<file path="src/hw/rtl/biou_pkg.sv">
// shared types and constants for the box overlap scorer
// command/status structs between controller and datapath, register indexes
// no dependencies
package biou_pkg;

  localparam int SIZE_W    = 15;  // box width and height
  localparam int RATIO_W   = 17;  // ratio, Q1.16 at the default fraction width
  localparam int AREA_W    = 2 * SIZE_W;
  localparam int UNI_W     = AREA_W + 1;
  localparam int CFG_IDX_W = 3;

  localparam logic [RATIO_W-1:0] THR_RESET = RATIO_W'(32768);  // one half

  typedef enum logic [CFG_IDX_W-1:0] {
    REG_REF_X      = 3'd0,
    REG_REF_Y      = 3'd1,
    REG_REF_WIDTH  = 3'd2,
    REG_REF_HEIGHT = 3'd3,
    REG_THRESHOLD  = 3'd4
  } cfg_reg_t;

  typedef enum logic [1:0] {
    MUL_REF = 2'd0,
    MUL_DET = 2'd1,
    MUL_INT = 2'd2
  } mul_sel_t;

  typedef enum logic [3:0] {
    ST_IDLE,
    ST_OVL,
    ST_MUL_REF,
    ST_MUL_DET,
    ST_MUL_INT,
    ST_UNION,
    ST_DIV_INIT,
    ST_DIV,
    ST_FINISH
  } state_t;

  typedef struct packed {
    logic     cap;
    logic     ovl;
    logic     mul_en;
    mul_sel_t mul_sel;
    logic     uni;
    logic     div_init;
    logic     div_step;
    logic     load_out;
  } cmd_t;

  typedef struct packed {
    logic div_last;
  } sts_t;

endpackage

</file>
<file path="src/hw/rtl/biou_ctrl.sv">
// controller for the box overlap scorer: sequences one item through the datapath
// and owns the input stall and the output valid
// depends on biou_pkg
module biou_ctrl import biou_pkg::*; (
  input  logic clk,
  input  logic rst_n,
  input  logic in_valid,
  output logic in_stall,
  output logic out_valid,
  input  logic out_stall,
  output cmd_t cmd,
  input  sts_t sts
);

  state_t state_r, state_nxt;
  logic   out_valid_r, out_valid_nxt;

  always_ff @(posedge clk) begin
    if (!rst_n) begin
      state_r     <= ST_IDLE;
      out_valid_r <= 1'b0;
    end else begin
      state_r     <= state_nxt;
      out_valid_r <= out_valid_nxt;
    end
  end

  assign in_stall  = (state_r != ST_IDLE);
  assign out_valid = out_valid_r;

  always_comb begin
    state_nxt = state_r;
    cmd       = '0;
    cmd.mul_sel = MUL_REF;
    // result taken by the receiver frees the output register
    out_valid_nxt = out_valid_r && out_stall;
    unique case (state_r)
      ST_IDLE: begin
        if (in_valid) begin
          cmd.cap   = 1'b1;
          state_nxt = ST_OVL;
        end
      end
      ST_OVL: begin
        cmd.ovl   = 1'b1;
        state_nxt = ST_MUL_REF;
      end
      ST_MUL_REF: begin
        cmd.mul_en  = 1'b1;
        cmd.mul_sel = MUL_REF;
        state_nxt   = ST_MUL_DET;
      end
      ST_MUL_DET: begin
        cmd.mul_en  = 1'b1;
        cmd.mul_sel = MUL_DET;
        state_nxt   = ST_MUL_INT;
      end
      ST_MUL_INT: begin
        cmd.mul_en  = 1'b1;
        cmd.mul_sel = MUL_INT;
        state_nxt   = ST_UNION;
      end
      ST_UNION: begin
        cmd.uni   = 1'b1;
        state_nxt = ST_DIV_INIT;
      end
      ST_DIV_INIT: begin
        cmd.div_init = 1'b1;
        state_nxt    = ST_DIV;
      end
      ST_DIV: begin
        cmd.div_step = 1'b1;
        if (sts.div_last) begin
          state_nxt = ST_FINISH;
        end
      end
      ST_FINISH: begin
        // wait here until the output register is free
        if (!out_valid_r || !out_stall) begin
          cmd.load_out  = 1'b1;
          out_valid_nxt = 1'b1;
          state_nxt     = ST_IDLE;
        end
      end
      default: begin
        state_nxt = ST_IDLE;
      end
    endcase
  end

endmodule

</file>
<file path="src/hw/rtl/biou_dp.sv">
// datapath for the box overlap scorer: config registers, overlap, shared
// multiplier, restoring divider, running best and output register
// depends on biou_pkg
module biou_dp import biou_pkg::*; #(
  parameter int COORD_BITS = 16,
  parameter int FRAC_BITS  = 16,
  parameter int CFG_W      = 17
) (
  input  logic                  clk,
  input  logic                  rst_n,
  input  cmd_t                  cmd,
  output sts_t                  sts,
  input  logic                  cfg_we,
  input  logic [CFG_IDX_W-1:0]  cfg_index,
  input  logic [CFG_W-1:0]      cfg_data,
  input  logic [COORD_BITS-1:0] in_det_x,
  input  logic [COORD_BITS-1:0] in_det_y,
  input  logic [SIZE_W-1:0]     in_det_width,
  input  logic [SIZE_W-1:0]     in_det_height,
  input  logic                  in_last_box,
  output logic [RATIO_W-1:0]    out_overlap_ratio,
  output logic [RATIO_W-1:0]    out_best_ratio,
  output logic                  out_below_threshold,
  output logic                  out_run_end
);

  localparam int EXT_W = ((COORD_BITS > SIZE_W) ? COORD_BITS : SIZE_W) + 2;
  localparam int QW    = FRAC_BITS + 1;
  localparam int CNT_W = $clog2(FRAC_BITS);

  // configuration
  logic signed [COORD_BITS-1:0] ref_x_r, ref_y_r;
  logic [SIZE_W-1:0]            ref_w_r, ref_h_r;
  logic [RATIO_W-1:0]           thr_r;

  always_ff @(posedge clk) begin
    if (!rst_n) begin
      ref_x_r <= '0;
      ref_y_r <= '0;
      ref_w_r <= '0;
      ref_h_r <= '0;
      thr_r   <= THR_RESET;
    end else if (cfg_we) begin
      unique case (cfg_reg_t'(cfg_index))
        REG_REF_X:      ref_x_r <= cfg_data[COORD_BITS-1:0];
        REG_REF_Y:      ref_y_r <= cfg_data[COORD_BITS-1:0];
        REG_REF_WIDTH:  ref_w_r <= cfg_data[SIZE_W-1:0];
        REG_REF_HEIGHT: ref_h_r <= cfg_data[SIZE_W-1:0];
        REG_THRESHOLD:  thr_r   <= cfg_data[RATIO_W-1:0];
        default: ;
      endcase
    end
  end

  // captured item
  logic signed [COORD_BITS-1:0] det_x_r, det_y_r;
  logic [SIZE_W-1:0]            det_w_r, det_h_r;
  logic                         last_r;

  always_ff @(posedge clk) begin
    if (cmd.cap) begin
      det_x_r <= in_det_x;
      det_y_r <= in_det_y;
      det_w_r <= in_det_width;
      det_h_r <= in_det_height;
      last_r  <= in_last_box;
    end
  end

  // overlap extent on each axis, clamped at zero
  logic signed [EXT_W-1:0] rx_lo, rx_hi, dx_lo, dx_hi, ry_lo, ry_hi, dy_lo, dy_hi;
  logic signed [EXT_W-1:0] ow, oh;
  logic [SIZE_W-1:0]       ow_r, oh_r;

  always_comb begin
    rx_lo = EXT_W'(ref_x_r);
    dx_lo = EXT_W'(det_x_r);
    ry_lo = EXT_W'(ref_y_r);
    dy_lo = EXT_W'(det_y_r);
    rx_hi = rx_lo + signed'(EXT_W'(ref_w_r));
    dx_hi = dx_lo + signed'(EXT_W'(det_w_r));
    ry_hi = ry_lo + signed'(EXT_W'(ref_h_r));
    dy_hi = dy_lo + signed'(EXT_W'(det_h_r));
    ow = ((rx_hi < dx_hi) ? rx_hi : dx_hi) - ((rx_lo > dx_lo) ? rx_lo : dx_lo);
    oh = ((ry_hi < dy_hi) ? ry_hi : dy_hi) - ((ry_lo > dy_lo) ? ry_lo : dy_lo);
  end

  always_ff @(posedge clk) begin
    if (cmd.ovl) begin
      ow_r <= ow[EXT_W-1] ? '0 : ow[SIZE_W-1:0];
      oh_r <= oh[EXT_W-1] ? '0 : oh[SIZE_W-1:0];
    end
  end

  // one shared multiplier for the two areas and the intersection
  logic [SIZE_W-1:0] mul_a, mul_b;
  logic [AREA_W-1:0] mul_p;
  logic [AREA_W-1:0] area_ref_r, area_det_r, inter_r;

  always_comb begin
    case (cmd.mul_sel)
      MUL_REF: begin mul_a = ref_w_r; mul_b = ref_h_r; end
      MUL_DET: begin mul_a = det_w_r; mul_b = det_h_r; end
      MUL_INT: begin mul_a = ow_r;    mul_b = oh_r;    end
      default: begin mul_a = ow_r;    mul_b = oh_r;    end
    endcase
    mul_p = mul_a * mul_b;
  end

  always_ff @(posedge clk) begin
    if (cmd.mul_en) begin
      case (cmd.mul_sel)
        MUL_REF: area_ref_r <= mul_p;
        MUL_DET: area_det_r <= mul_p;
        default: inter_r    <= mul_p;
      endcase
    end
  end

  // union never goes negative since the intersection fits in either box
  logic [UNI_W-1:0] uni_r;
  logic             uni_zero_r;

  always_ff @(posedge clk) begin
    if (cmd.uni) begin
      uni_r      <= UNI_W'(area_ref_r) + UNI_W'(area_det_r) - UNI_W'(inter_r);
      uni_zero_r <= (area_ref_r == '0) && (area_det_r == '0);
    end
  end

  // restoring divider, one quotient bit a cycle; remainder stays below union
  logic [UNI_W-1:0] rem_r;
  logic [QW-1:0]    q_r;
  logic [CNT_W-1:0] cnt_r;
  logic [UNI_W:0]   init_num, step_num;
  logic             init_ge, step_ge;

  always_comb begin
    init_num = (UNI_W + 1)'(inter_r);
    init_ge  = init_num >= {1'b0, uni_r};
    step_num = {rem_r, 1'b0};
    step_ge  = step_num >= {1'b0, uni_r};
  end

  always_ff @(posedge clk) begin
    if (cmd.div_init) begin
      rem_r <= init_ge ? UNI_W'(init_num - {1'b0, uni_r}) : UNI_W'(init_num);
      q_r   <= QW'(init_ge);
      cnt_r <= '0;
    end else if (cmd.div_step) begin
      rem_r <= step_ge ? UNI_W'(step_num - {1'b0, uni_r}) : UNI_W'(step_num);
      q_r   <= {q_r[QW-2:0], step_ge};
      cnt_r <= cnt_r + 1'b1;
    end
  end

  assign sts.div_last = (cnt_r == CNT_W'(FRAC_BITS - 1));

  // quotient to ratio width, saturating when the fraction is wide
  logic [RATIO_W-1:0] ratio_q, ratio;

  if (QW <= RATIO_W) begin : g_ratio_fit
    assign ratio_q = RATIO_W'(q_r);
  end else begin : g_ratio_sat
    assign ratio_q = (|q_r[QW-1:RATIO_W]) ? '1 : q_r[RATIO_W-1:0];
  end

  assign ratio = uni_zero_r ? '0 : ratio_q;

  // running best and output register
  logic [RATIO_W-1:0] best_r, best_new;

  assign best_new = (ratio > best_r) ? ratio : best_r;

  always_ff @(posedge clk) begin
    if (!rst_n) begin
      best_r <= '0;
    end else if (cmd.load_out) begin
      best_r <= last_r ? '0 : best_new;
    end
  end

  always_ff @(posedge clk) begin
    if (cmd.load_out) begin
      out_overlap_ratio   <= ratio;
      out_best_ratio      <= best_new;
      out_below_threshold <= last_r && (best_new < thr_r);
      out_run_end         <= last_r;
    end
  end

endmodule

</file>
<file path="src/hw/rtl/box_iou_max_threshold.sv">
// Box overlap scorer with a per-run best-match check.
// Input channel (in_valid / in_stall) carries one detection box per item;
// result channel (out_valid / out_stall) returns one item per detection with
// the intersection-over-union against the configured reference box, the best
// ratio of the run so far, and on the last item of a run whether that best
// lies under the threshold. The best is cleared after the last item.
// Configuration is a plain write port (cfg_we, cfg_index, cfg_data); the user
// must write it only while the block is idle, which the block does not enforce.
// Each item goes through capture, overlap, three passes through one shared
// multiplier, union, then FRAC_BITS + 1 steps of a bit-serial restoring
// divider and the output load.
// in_stall is high while an item is in work.
// The result sits in an output register; a stalled receiver holds it, and
// the next item is accepted and worked on meanwhile, waiting at the end only
// if the previous result has still not been taken.
// Reset (synchronous, rst_n low) clears the run's best ratio, sets the
// reference box to zero and the threshold to one half.
// depends on biou_pkg, biou_ctrl, biou_dp
module box_iou_max_threshold import biou_pkg::*; #(
  parameter int COORD_BITS = 16,
  parameter int FRAC_BITS  = 16,
  localparam int CFG_W = (COORD_BITS > RATIO_W) ? COORD_BITS : RATIO_W
) (
  input  logic                  clk,
  input  logic                  rst_n,
  input  logic                  in_valid,
  output logic                  in_stall,
  input  logic [COORD_BITS-1:0] in_det_x,
  input  logic [COORD_BITS-1:0] in_det_y,
  input  logic [SIZE_W-1:0]     in_det_width,
  input  logic [SIZE_W-1:0]     in_det_height,
  input  logic                  in_last_box,
  output logic                  out_valid,
  input  logic                  out_stall,
  output logic [RATIO_W-1:0]    out_overlap_ratio,
  output logic [RATIO_W-1:0]    out_best_ratio,
  output logic                  out_below_threshold,
  output logic                  out_run_end,
  input  logic                  cfg_we,
  input  logic [CFG_IDX_W-1:0]  cfg_index,
  input  logic [CFG_W-1:0]      cfg_data
);

  cmd_t cmd;
  sts_t sts;

  biou_ctrl u_ctrl (
    .clk       (clk),
    .rst_n     (rst_n),
    .in_valid  (in_valid),
    .in_stall  (in_stall),
    .out_valid (out_valid),
    .out_stall (out_stall),
    .cmd       (cmd),
    .sts       (sts)
  );

  biou_dp #(
    .COORD_BITS (COORD_BITS),
    .FRAC_BITS  (FRAC_BITS),
    .CFG_W      (CFG_W)
  ) u_dp (
    .clk                 (clk),
    .rst_n               (rst_n),
    .cmd                 (cmd),
    .sts                 (sts),
    .cfg_we              (cfg_we),
    .cfg_index           (cfg_index),
    .cfg_data            (cfg_data),
    .in_det_x            (in_det_x),
    .in_det_y            (in_det_y),
    .in_det_width        (in_det_width),
    .in_det_height       (in_det_height),
    .in_last_box         (in_last_box),
    .out_overlap_ratio   (out_overlap_ratio),
    .out_best_ratio      (out_best_ratio),
    .out_below_threshold (out_below_threshold),
    .out_run_end         (out_run_end)
  );

endmodule

</file>
<file path="config.mk">
export PLATFORM = sky130hd
export DESIGN_NAME = box_iou_max_threshold
export DESIGN_NICKNAME = d
export VERILOG_FILES = /design/src/hw/rtl/biou_pkg.sv /design/src/hw/rtl/biou_ctrl.sv /design/src/hw/rtl/biou_dp.sv /design/src/hw/rtl/box_iou_max_threshold.sv
export SDC_FILE = /design/constraint.sdc
export NUM_CORES = 2
export LEC_CHECK = 0
export ABC_AREA = 1
export BUFFER_PORTS_ARGS = -buffer_cell sky130_fd_sc_hd__buf_4
export CAP_MARGIN = 10
export CORE_MARGIN = 3
export CORE_UTILIZATION = 45
export DETAILED_ROUTE_END_ITERATION = 6
export PLACE_DENSITY = 0.64
export SYNTH_ARGS = -nofsm -noshare
export SYNTH_HDL_FRONTEND = slang
export SYNTH_SLANG_ARGS = --single-unit
</file>
<file path="constraint.sdc">
create_clock -name clk -period 15.09 [get_ports clk]
set_clock_uncertainty 0.2 [all_clocks]
set_input_delay 0 -clock clk [delete_from_list [all_inputs] [get_ports clk]]
set_output_delay 0 -clock clk [all_outputs]
set_load 0.1 [all_outputs]
</file>
==> run metrics <==
most frequent CP cell=nand2_1; antenna-violating nets left=0; final std cells w/o fill=6,529; outcome=complete, no violations; CTS Hold Bufs=160; Worst setup EP type=flop; CTS tree=built; port buffer count=125; sequential power share=31.3%; die area=roughly 89,000 um^2; Hold WC Path Type=in -> reg; Max-cap violations=0; # placed instances=6,281; Worst Setup Start Kind=flop; Clk pwr share=between 20 and 25%; WL/cell=18.45 um; leak pwr=0.02139 uW; Setup TNS=0 ns; synth top area cells=edfxtp_1 (22%), ha_1 (12%), nand2_1 (12%); clock latency on the worst-skew pair=0.59 ns; DP Wirelength=slightly below 100,000 um; post-route clock period utilization=a little over half; Row Count=106; most frequent cells after synthesis=nand2_1 (1,178), inv_1 (900), nor2_1 (597); Worst-path clk slew=~0.06 ns; Setup WS pre-CTS=7.166 ns; GPL Wtd Cong=1.003; Final Max Tran Viols=0; Starting Density=between 40% and 50%; Via-to-Cell Ratio=approximately 5.2; Tmin final=7.964 ns; final net count=6,027; Synth Flop Type=edfxtp_1; crit path max fanout=45; Logic pwr share=between 40% and 50%; Worst EP required=~15 ns; CTS Buf Count=47; Yosys reg bits=404; CTS Root Cell=clkbuf_16; WS Path Type=reg -> reg; core footprint=roughly 84,000 um^2; sequential share of the synthesized area=28.43%; top cell type's share of synthesized area=between 20% and 30%; RSZ-0062 raised after global routing=no; chip width=298.2 um; drt first pass iters=6; CTS Buffer Depth=3; mapped cell area=38,420 um^2; starting DRC count in detailed routing=between 2,000 and 2,500; Switching Share=41.17%; share of cells above drive strength 1=approximately 5.8%; # H-tree levels=2; Psw=around 1900 uW; Slowest-stage cell, CP=fa_1; GRT Residual Overflow=0; Mapped Cells=5,097; total wire length=120,400 um; largest net degree at the start of global routing=a little over 80; maximum VDD drop=0.0001051 V; Fin. Hold Viols=0; cells resized by post-CTS repair=0; critical path data arrival time=a little over 8 ns; drc violations=0; Post-synth EDFFs=around 280; CP peak stage delay=0.58 ns; Post-CTS Setup Bufs=0; antenna violations before repair=2; synth unique cells=60; vias in the first global route=33,500; async set-reset flop share out of synthesis=0%; CTS Sinks=roughly 400; area leader, netlist=edfxtp_1; DR vias=34,200; Power Total=4709 uW; Pint=2770 uW; most used standard cell by instance count after synthesis=nand2_1; Ys Warns=0; Synth-to-Final Area Change=13.44%; power per cell area=108.0 nW/um^2; Setup violations, final=0; Die Ht=298.2 um; I/O Pins=126; syn_area_per_cell=7.537 um^2; Least-Margin Pin Slew=1.175 ns; Relative slew margins=21.41%; setup slack after layout=slightly above 7 ns; gr usage total=26.83%; FMAX=approximately 0.13 GHz; first-pass GRT wire length=188,100 um; Post-Syn Nets=5,768
==> metrics by stage <==
step | utilization, % | area (um^2) | hold slack (ns)
3_3_place_gp | 48.06 | 40410 | -0.02180
4_1_cts | 51.83 | 43580 | 0.05384
5_1_grt | 51.83 | 43580 | 0.1057
2_1_floorplan | - | 38420 | -0.1011
6_report | 51.83 | 43580 | 0.08889
3_5_place_dp | 48.06 | 40410 | -0.02072
==> worst max-delay path: cells and delay by family, from the launching register on <==
family | cells | cell delay [ns]
AOI/OAI and AO/OA | 5 | 1.75
adders and majority gates | 7 | 3.06
buffers and inverters | 7 | 1.23
DFF | 1 | 0.37
and+or+nand+nor | 10 | 1.03
==> power by group through the flow <==
stage | combinational [uW] | clock (uW) | sequential, uW
2_1_floorplan | 1430 | 0 | 1520
3_3_place_gp | 1990 | 0 | 1500
3_5_place_dp | 2010 | 0 | 1500
4_1_cts | 2050 | 1190 | 1470
5_1_grt | 2320 | 1240 | 1480
6_report | 2060 | 1170 | 1480
==> flip-flops by register name, summed over array words and instances (netlist names), 16 cells and up <==
| signal | cells |
|---|---|
| u_dp.out_best_ratio | 17 |
| u_dp.uni_r | 31 |
| u_dp.q_r | 17 |
| u_dp.det_x_r | 16 |
| u_dp.out_overlap_ratio | 17 |
| u_dp.ref_x_r | 16 |
| u_dp.area_det_r | 30 |
| u_dp.inter_r | 30 |
| u_dp.best_r | 17 |
| u_dp.thr_r | 17 |
| u_dp.det_y_r | 16 |
| u_dp.rem_r | 31 |
| u_dp.ref_y_r | 16 |
| u_dp.area_ref_r | 30 |
==> worst paths after layout <==
kind              cells past startpoint  slack [ns]              start          endpoint
hold / removal                        4        0.09        cfg_data[4]   u_dp.ref_y_r[4]
setup reg to reg                     29        7.13  u_ctrl.state_r[0]  u_dp.inter_r[26]
hold reg to reg                       2        0.26     u_dp.thr_r[11]    u_dp.thr_r[11]
setup / recovery                     29        7.13  u_ctrl.state_r[0]  u_dp.inter_r[26]
==> routing by layer <==
layer / global-route usage, % / up-vias / share of wire [%]
met5: 0 / - / 0
met4: 10.14 / 0 / 4.2
met3: 2.652 / 218 / 5.5
met2: 47.21 / 1093 / 49
met1: 34.02 / 15950 / 42
li1: - / 16940 / -
==> layout by cell type (no fill, tap or decap), types with 34 or more instances in the layout <==
master | Yosys | final
nand2_1 | 1178 | 1178
inv_1 | 900 | 900
nor2_1 | 597 | 595
ha_1 | 378 | 378
a21oi_1 | 303 | 303
nand3_1 | 301 | 301
edfxtp_1 | 283 | 283
o21ai_0 | 227 | 227
fa_1 | 205 | 205
dlygate4sd3_1 | 0 | 160
buf_4 | 9 | 140
dfxtp_1 | 121 | 121
xor2_1 | 79 | 79
nand4_1 | 57 | 57
xnor2_1 | 54 | 54
clkbuf_16 | 0 | 50
nand3b_1 | 36 | 36
nor3_1 | 37 | 34
==> cells by family (layout without fill, tap and decap cells) <==
| logic type | Yosys count | in the layout | synth area share (%) |
|---|---|---|---|
| fa+ha+maj | 583 | 583 | 22.99 |
| buf+inv | 1024 | 1321 | 10.48 |
| xor+xnor | 133 | 133 | 3.032 |
| other cells | 0 | 1 | 0 |
| compound gates | 666 | 666 | 10.12 |
| flops | 404 | 404 | 28.43 |
| simple gates | 2287 | 2287 | 24.95 |
==> cell type report <==
class | instances | area (um^2)
Antenna cell | 1 | 2.502
Tap cell | 1134 | 1419
Inverter | 934 | 3513
Clock inverter | 25 | 232.7
Clock buffer | 62 | 1336
Multi-Input combinational cell | 3669 | 23510
Sequential cell | 404 | 10920
Fill cell | 8236 | 40500
Timing Repair Buffer | 300 | 2653
No activity file was read; power rests on OpenSTA's default activity.
